==> src/sv/counting_trie_dictionary_macros.svh <==
// ---------------------------------------------------------------------------
// Counting trie dictionary assertion macros
// Concurrent assertion wrappers shared by the RTL modules.
// ---------------------------------------------------------------------------
`ifndef COUNTING_TRIE_DICTIONARY_MACROS_SVH
`define COUNTING_TRIE_DICTIONARY_MACROS_SVH

`ifndef NO_ASSERTIONS
// check on every clock edge outside reset
`define CTD_ASSERT(lbl, prop, msg) \
  lbl: assert property (@(posedge clk_i) disable iff (!rst_ni) prop) else $error(msg);
// check in the cycle after the antecedent
`define CTD_ASSERT_NEXT(lbl, ante, cons, msg) \
  lbl: assert property (@(posedge clk_i) disable iff (!rst_ni) ante |=> cons) else $error(msg);
`else
`define CTD_ASSERT(lbl, prop, msg)
`define CTD_ASSERT_NEXT(lbl, ante, cons, msg)
`endif

`endif

==> src/sv/ctd_pkg.sv <==
// ---------------------------------------------------------------------------
// Counting trie dictionary package
// Sizes, codes, item types and controller/datapath interface types.
// ---------------------------------------------------------------------------
package ctd_pkg;

  localparam int NODE_COUNT    = 1024;
  localparam int ALPHABET_SIZE = 256;
  localparam int COUNT_BITS    = 16;

  localparam int NODE_W     = $clog2(NODE_COUNT);
  localparam int USED_W     = NODE_W + 1;
  localparam int SYM_W      = $clog2(ALPHABET_SIZE);
  localparam int ADDR_W     = NODE_W + SYM_W;
  localparam int FUNC_W     = 2;
  localparam int SYMBOL_W   = 8;
  localparam int OUT_CNT_W  = 16;
  localparam int SYMBOL_NUM = 2 ** SYMBOL_W;

  typedef enum logic [FUNC_W-1:0] {
    OP_SEARCH = 2'd0,
    OP_INSERT = 2'd1,
    OP_ERASE  = 2'd2
  } op_e;

  localparam logic STATUS_OK   = 1'b0;
  localparam logic STATUS_FULL = 1'b1;

  typedef struct packed {
    logic [FUNC_W-1:0]   func;
    logic [SYMBOL_W-1:0] symbol;
    logic                has_symbol;
    logic                last;
  } item_t;

  typedef struct packed {
    logic [OUT_CNT_W-1:0] count;
    logic                 status;
  } result_t;

  typedef enum logic [1:0] {
    ST_CLEAR,
    ST_IDLE,
    ST_WALK,
    ST_COUNT
  } ctl_state_e;

  typedef struct packed {
    logic clear;
    logic accept;
    logic walk;
    logic count;
  } cmd_t;

  typedef struct packed {
    logic clear_done;
    logic item_walk;
    logic item_last;
    logic key_last;
  } sts_t;

  typedef logic [SYM_W-1:0] sym_map_t [SYMBOL_NUM];

  function automatic sym_map_t build_sym_map();
    sym_map_t m;
    for (int i = 0; i < SYMBOL_NUM; i++) begin
      m[i] = SYM_W'(i % ALPHABET_SIZE);
    end
    return m;
  endfunction

  localparam sym_map_t SYM_MAP = build_sym_map();

endpackage

==> src/sv/ctd_ctrl.sv <==
// ---------------------------------------------------------------------------
// Counting trie dictionary controller
// Sequences the clearing pass, item acceptance, child walk and count update.
// ---------------------------------------------------------------------------
`include "counting_trie_dictionary_macros.svh"

module ctd_ctrl
  import ctd_pkg::*;
(
  input  logic clk_i,
  input  logic rst_ni,
  input  logic start_i,
  input  sts_t sts_i,
  output cmd_t cmd_o,
  output logic busy_o
);

  ctl_state_e state_q, state_d;

  always_ff @(posedge clk_i or negedge rst_ni) begin
    if (!rst_ni) begin
      state_q <= ST_CLEAR;
    end else begin
      state_q <= state_d;
    end
  end

  always_comb begin
    state_d = state_q;
    unique case (state_q)
      ST_CLEAR: begin
        if (sts_i.clear_done) state_d = ST_IDLE;
      end
      ST_IDLE: begin
        if (start_i) begin
          if (sts_i.item_walk) begin
            state_d = ST_WALK;
          end else if (sts_i.item_last) begin
            state_d = ST_COUNT;
          end
        end
      end
      ST_WALK: begin
        state_d = sts_i.key_last ? ST_COUNT : ST_IDLE;
      end
      ST_COUNT: begin
        state_d = ST_IDLE;
      end
      default: state_d = ST_CLEAR;
    endcase
  end

  always_comb begin
    cmd_o  = '0;
    busy_o = 1'b1;
    unique case (state_q)
      ST_CLEAR: cmd_o.clear = 1'b1;
      ST_IDLE: begin
        busy_o       = 1'b0;
        cmd_o.accept = start_i;
      end
      ST_WALK:  cmd_o.walk  = 1'b1;
      ST_COUNT: cmd_o.count = 1'b1;
      default:  cmd_o       = '0;
    endcase
  end

  `CTD_ASSERT(a_walk_after_accept, cmd_o.walk |-> $past(cmd_o.accept), "walk without item")
  `CTD_ASSERT_NEXT(a_count_single, cmd_o.count, !cmd_o.count, "count step repeated")
  `CTD_ASSERT(a_accept_idle, cmd_o.accept |-> (state_q == ST_IDLE), "item taken outside idle")

endmodule

==> config.mk <==
export PLATFORM = sky130hd
export DESIGN_NAME = ctd_ctrl
export DESIGN_NICKNAME = d
export VERILOG_FILES = /design/src/sv/ctd_pkg.sv /design/src/sv/ctd_ctrl.sv
export VERILOG_INCLUDE_DIRS = /design/src /design/src/sv
export SDC_FILE = /design/constraint.sdc
export NUM_CORES = 1
export LEC_CHECK = 0
export ABC_AREA = 1
export BUFFER_PORTS_ARGS = -buffer_cell sky130_fd_sc_hd__buf_2
export CAP_MARGIN = 20
export CORE_AREA = 3 3 40 42
export DETAILED_ROUTE_END_ITERATION = 10
export DIE_AREA = 0 0 43 45
export PLACE_DENSITY_LB_ADDON = 0.15
export SYNTH_ARGS = -nofsm -noshare
export SYNTH_HDL_FRONTEND = slang
export SYNTH_SLANG_ARGS = --single-unit
==> constraint.sdc <==
create_clock -name clk_i -period 2.65 [get_ports clk_i]
set_input_delay 0.53 -clock clk_i [delete_from_list [all_inputs] [get_ports clk_i]]
set_output_delay 0.53 -clock clk_i [all_outputs]
set_load 0.005 [all_outputs]
# Word-level counts from Yosys, hierarchy flattened

Cells that the tools add are included.

Word-level logic and storage cells: 20
Output and inout port bits: 5
Bits in registers: 2
Input port bits: 7

Eq/ne operators: 6
Multiplexer cells: 11
Reductions and logical operators: 2

Operator list:

| operator             | count |
|---|---|
| $mux W2              | 5 |
| $pmux W2 S4          | 1 |
| $mux W1              | 5 |
| $eq A2 B2 Y1 const B | 2 |
| $ne A2 B2 Y1 const B | 2 |
| $ne A3 B3 Y1 const B | 1 |
| $reduce_and A3 Y1    | 1 |
| $eq A2 B1 Y1 const B | 1 |
| $logic_not A2 Y1     | 1 |

# Longest topological paths before layout

Gate-level depths: netlist (run 1).

Depth in word-level cells: 4
Gate-level depth with buffers: 7
Mapped depth without buffers: 7

# Least setup slack after synthesis (run 1)

Ideal clock, no wire load.

Kind: register -> output
From: register state_q[1]
To: output cmd_o[2] in the netlist's numbering
Data required time: 2,120 ps
Arrival: 748 ps
Path buffers: 0
Slack: 1,372 ps
Cell stages (with the launch flop): 5
Cell sequence: dfrtp_1 > inv_1 > ha_1 > nand2_1 > inv_1

RTL lines:

| element                | line           | RTL |
|---|---|---|
| from (decl)            | ctd_ctrl.sv:18 | `ctl_state_e state_q, state_d;` |
| from (signal assigned) | ctd_ctrl.sv:24 | `state_q <= state_d;` |
| to (decl)              | ctd_ctrl.sv:14 | `output cmd_t cmd_o,` |

==> results.md, run 1 <==
- Reg clk slew, reported paths: about 30 ps
- IO buf count: 11
- Slew margin rel.: 89.1%
- Avg WL per Cell: 7.82 um
- Post-synthesis cell area: ~250 um^2
- Switching pwr: about 0.15 mW
- Achievable frequency: between 0.5 and 0.6 GHz
- Num CTS Buffers: 3
- Mux cell area share after synthesis: 0%
- Critical Setup Path Class: register to primary output
- Initial cell density of the core: approximately a fifth
- Min setup slack post-route: 968 ps
- N_diodes: 0
- GPL Wtd Cong: approximately 0.63
- CTS tree: done
- Place WS: between 1000 and 1500 ps
- Cts hold-fix bufs: 0
- Placed Area: approximately 320 um^2
- Number of routed nets with antenna violations: 0
- Worst Clk Skew: approximately 1.4 ps
- Final Setup Violations: 0
- Worst setup SP type: register
- RSZ-0062 raised after global routing: no
- Largest net degree at the start of global routing: 6
- Initial antenna violation count: 0
- Fin. max-slew vios: 0
- Synth warn: 0
- Crit path time final: between 1500 and 2000 ps
- Worst-Skew Late Latency: approximately 220 ps
- Die H: around 45 um
- Pwr dens: a little under 1000 nW/um^2
- Tcrit/Tclk final: 63.5%
- Post-layout util: a little over a quarter
- Critical path fanouts, max: 5
- H-Tree Depth: 1
- Post-CTS Setup Repair Bufs: 0
- Leakage: between 0.2 and 0.25 nW
- First-pass GRT wire length: around 1000 um
- Max-cap violations: 0
- Fin Setup TNS: 0 ps
- Share of power burned in registers: roughly a fifth
- Share of layout cells above drive strength 1: a little over a third
- Syn_area_per_cell: 6.73 um^2
- Mapped Nets: 50
- Die X-Extent: around 43 um
- Area of the multi-input gates: between 150 and 200 um^2
- Initial DRC count: 4
- Finished Layout Cells: 66
- Overflow after GRT: 0
- Remaining DRCs: 0
- Final net count: 66
- Worst hold slack: about 80 ps
- Register area: around 50 um^2
- Area grow syn2layout: 38.7%
- Largest family of logic cells by synthesized area: simple AND/OR/NAND/NOR gates
- Hold Crit Class: input port to async pin
- Gr usage total: under 10%
- Fillcell total: about 140
- Maximum clock insertion buffer count: 2
- XOR/XNOR share of the synthesized area: 0%
- Gate power share: around three fifths
- Placed cells: 63
- Complex-gate fraction of the synthesized area: 3.52%
- Sequential-to-total area share from yosys stat: 20.1%
- Worst EP arrival: 1150 ps
- Final Instance Area: roughly 350 um^2
- Reg2Reg Depth: 7
- Clk sinks: 2
- Via count of the first global-routing pass: between 200 and 300
- DIE AREA: 1940 um^2
- P_int: 0.183 mW
- Register bit total from synthesis: 2
- Worst slew pin tran: ~160 ps
- Post-cts gate resize count: 0
- WL final: ~520 um
- Worst R2R Setup Slack: 1400 ps
- Worst r2r src: state_q[0]$_DFFE_PN0P_
- FF-to-FF End: state_q[0]$_DFFE_PN0P_
- Most common cell after layout, fill and taps aside: buf_2
- Post-Synthesis Cells: 37
- Via count: about 240
- Clk root buf: clkbuf_4
- Max rail drop VDD: 386 uV
- Synth cell types: 8
- Core ar.: between 1000 and 1500 um^2
- Via-to-Cell Ratio: roughly 3.6
- Synth Area in Simple Gates: between 30 and 40%
- Switching share of total power: approximately 46%
- Largest register FFs: 2
- Clock Power Share: between 20% and 30%
- Run status: finished clean
- Rows: 13
- Most frequent cells in the layout: buf_2 (11), nand2_1 (10), inv_1 (9)
- Most flops, register: state_q
- Largest regs: state_q (2)
- I/O Pins: 12
- Worst EP required: approximately 2100 ps
- Final Hold Viols: 0
- Drt pass-1 iters: 2
- Adder-cell area share of the yosys netlist: 30.2%
- Total Power: 0.336 mW
- Crit end category: primary output
## layer usage
metal  share of wire [%]  GRT usage (%)  wire length, um  vias to the layer above
met2                  42           10.8              217                       10
met5                   0              0                0                        -
met4                 3.3           7.23               17                        0
met1                  46           9.18              237                       91
li1                    -              -                -                      134
met3                 8.5          0.398               44                        2
## cell type report
type | instances | share of cell area [%]
multi-input cells | 26 | 47.8
repair buffers | 11 | 15.9
flip-flops and latches | 2 | 14.5
inverters | 9 | 9.78
clock buffers | 3 | 6.52
well taps | 15 | 5.43
## Yosys cell counts
| master | number | share of area, % |
|---|---|---|
| nand2_2 | 3 | 7.5 |
| inv_1 | 9 | 14 |
| ha_1 | 6 | 30 |
| nand3_1 | 2 | 4.0 |
| nand2_1 | 10 | 15 |
| a21oi_2 | 1 | 3.5 |
| nor2_1 | 4 | 6.0 |
| dfrtp_1 | 2 | 20 |
## power by group through the flow
stage	Clock (mW)	Combinational (mW)	Sequential [mW]
floorplan	0	0.150	0.0595
CTS	0.0737	0.213	0.0628
global placement	0	0.215	0.0647
detailed placement	0	0.211	0.0634
global route	0.0731	0.248	0.0676
finish	0.0678	0.206	0.0630
## worst max path at each step
stage | endpoint | from | slack [ps] | depth (start not counted)
floorplan | cmd_o[2] | state_q[1]$_DFFE_PN0P_ | 1370 | 4
global placement | cmd_o[2] | state_q[1]$_DFFE_PN0P_ | 1200 | 5
detailed placement | cmd_o[2] | state_q[1]$_DFFE_PN0P_ | 1200 | 5
CTS | cmd_o[2] | state_q[1]$_DFFE_PN0P_ | 950 | 5
global route | cmd_o[2] | state_q[1]$_DFFE_PN0P_ | 860 | 5
finish | cmd_o[2] | state_q[1]$_DFFE_PN0P_ | 970 | 5
## worst max-delay path: stages (launching register included)
cell,delay [ps]
dfrtp_1,400
inv_1,100
ha_1,210
nand2_1,70
inv_1,30
buf_2,110
## cells by family (layout without fill, tap and decap cells)
kind of cell / Yosys count / in the layout
buffers and inverters: 9 / 23
adder cells (fa/ha/maj): 6 / 6
AO/OA/AOI/OAI: 1 / 1
AND/OR/NAND/NOR: 19 / 19
flip-flops: 2 / 2
Power figures use the tool's default switching activity.
==> inputs of run 2 (changes only) <==
Clock period 2.65 ns to 1.7 ns, I/O delays scaled along.
==> results.md, run 2 (synthesis results as in run 1) <==
- Most frequent cells in the layout: buf_2 (11), nand2_1 (10), inv_1 (9)
- Total Power: 0.520 mW (+55%)
- DIE AREA: 1940 um^2 (unchanged)
- N_diodes: 0 (unchanged)
- Drt pass-1 iters: 3 (+1)
- Clk root buf: clkbuf_4
- Worst Clk Skew: 2.47 ps (+1.08 ps)
- Fin. max-slew vios: 0 (unchanged)
- Core ar.: 1280 um^2 (unchanged)
- Worst path slowest cell: dfrtp_1
- Tcrit/Tclk final: between 80% and 90%
- Via-to-Cell Ratio: 3.36 (-6.5%)
- Share of layout cells above drive strength 1: 34.6% (-0.68 points)
- Final Setup Violations: 0 (unchanged)
- Area grow syn2layout: 42.7%
- Maximum clock insertion buffer count: 2 (unchanged)
- Die H: 45 um (unchanged)
- Hold Crit Class: input port to async pin
- Max rail drop VDD: 607 uV (+57%)
- Pwr dens: 1460 nW/um^2 (+50%)
- Largest register FFs: 2 (unchanged)
- Largest net degree at the start of global routing: 6 (unchanged)
- Max-cap violations: 0 (unchanged)
- Fillcell total: 148 (+3.5%)
- Overflow after GRT: 0 (unchanged)
- Crit path time final: 1470 ps
- Worst EP required: 1360 ps (-760 ps)
- Max stage delay on crit path: 400 ps (about the same)
- Leakage: 0.230 nW (+1.8%)
- Worst slew pin tran: 178 ps (+13.9 ps)
- Register area: 50.0 um^2 (unchanged)
- RSZ-0062 raised after global routing: no
- CTS tree: done
- IO buf count: 11 (unchanged)
- Post-cts gate resize count: 0 (unchanged)
- Worst R2R Setup Slack: 460 ps (-940 ps)
- GPL Wtd Cong: 0.683 (+9.3%)
- Worst path cell trace: inv_1, ha_1, inv_1, buf_2
- Via count of the first global-routing pass: 232 (-8.7%)
- H-Tree Depth: 1 (unchanged)
- Largest regs: state_q (2)
- Run status: finished clean
- DP HPWL: approximately 430 um
- Remaining DRCs: 0 (unchanged)
- Cts hold-fix bufs: 1 (+1)
- I/O Pins: 12 (unchanged)
- Gr usage total: 6.92% (-0.33 points)
- Clk sinks: 2 (unchanged)
- Final net count: 67 (+1.5%)
- Initial antenna violation count: 0 (unchanged)
- Number of routed nets with antenna violations: 0 (unchanged)
- Slew margin rel.: 88.1% (-0.93 points)
- Via count: 225 (-5.1%)
- Area of the multi-input gates: 165 um^2 (unchanged)
- Final Hold Viols: 0 (unchanged)
- Achievable frequency: approximately 0.68 GHz
- Crit end category: primary output
- WL final: 527 um (+2.1%)
- Initial cell density of the core: 19.4% (unchanged)
- Die X-Extent: 43 um (unchanged)
- Reg clk slew, reported paths: 30 ps (about the same)
- Worst EP arrival: 1130 ps (-20 ps)
- Most common cell after layout, fill and taps aside: buf_2
- Post-CTS Setup Repair Bufs: 0 (unchanged)
- Worst-Skew Late Latency: 220 ps (about the same)
- Worst setup SP type: register
- Num CTS Buffers: 3 (unchanged)
- Rows: 13 (unchanged)
- Most frequent CP cell: inv_1
- Critical path fanouts, max: 5 (unchanged)
- Most flops, register: state_q
- Critical Setup Path Class: register to primary output
- Fin Setup TNS: 0 ps (unchanged)
- Avg WL per Cell: 7.87 um (+0.61%)
- First-pass GRT wire length: 910 um (-11%)
- Initial DRC count: 1 (-3)
run 2: cell count changes in the layout (fill, tap and decap cells not counted), sizes merged:
| cell | before | now |
|---|---|---|
| dlygate4sd3 | 0 | 1 |
run 2: layout make-up:
class	count	area share, %
multi-input cells	26	46.5
flip-flops and latches	2	14.1
repair buffers	12	18.3
well taps	15	5.28
inverters	9	9.51
clock buffers	3	6.34
run 2: report_power, final:
part,internal [mW],switching (mW)
clock network,0.0778,0.0258
registers,0.0704,0.0292
logic,0.136,0.181
run 2: final timing paths:
path,cells after the start,endpoint,start
max reg2reg,7,state_q[0]$_DFFE_PN0P_,state_q[0]$_DFFE_PN0P_
max in group asynchronous,2,state_q[1]$_DFFE_PN0P_,rst_ni
max,4,busy_o,state_q[1]$_DFFE_PN0P_
min in group clk_i,5,state_q[1]$_DFFE_PN0P_,sts_i[0]
min,2,state_q[0]$_DFFE_PN0P_,rst_ni
min reg2reg,2,state_q[1]$_DFFE_PN0P_,state_q[1]$_DFFE_PN0P_
run 2: routing by layer:
layer / global-route usage, % / part of all wire (%)
met5: 0 / 0
met4: 9.04 / 0
met3: 2.79 / 5.9
met2: 8.08 / 43
met1: 8.21 / 51
run 2: worst max-delay path: cells and delay by family, from the launching register on:
family                   cells  cell delay [ps]
adder cells (fa/ha/maj)      1              200
buffers and inverters        3              310
flip-flops                   1              400
run 2: through the flow:
stage               setup WS, ps  util (%)  area, um^2  cells  hold slack (ps)
finish                       233      27.7         355     67              435
global route                 137      27.7         355     67              426
CTS                          213      27.7         355     67              420
detailed placement           430      25.1         323     63              128
global placement             408      25.1         323     63              127
floorplan                    570         -         249     37             44.4
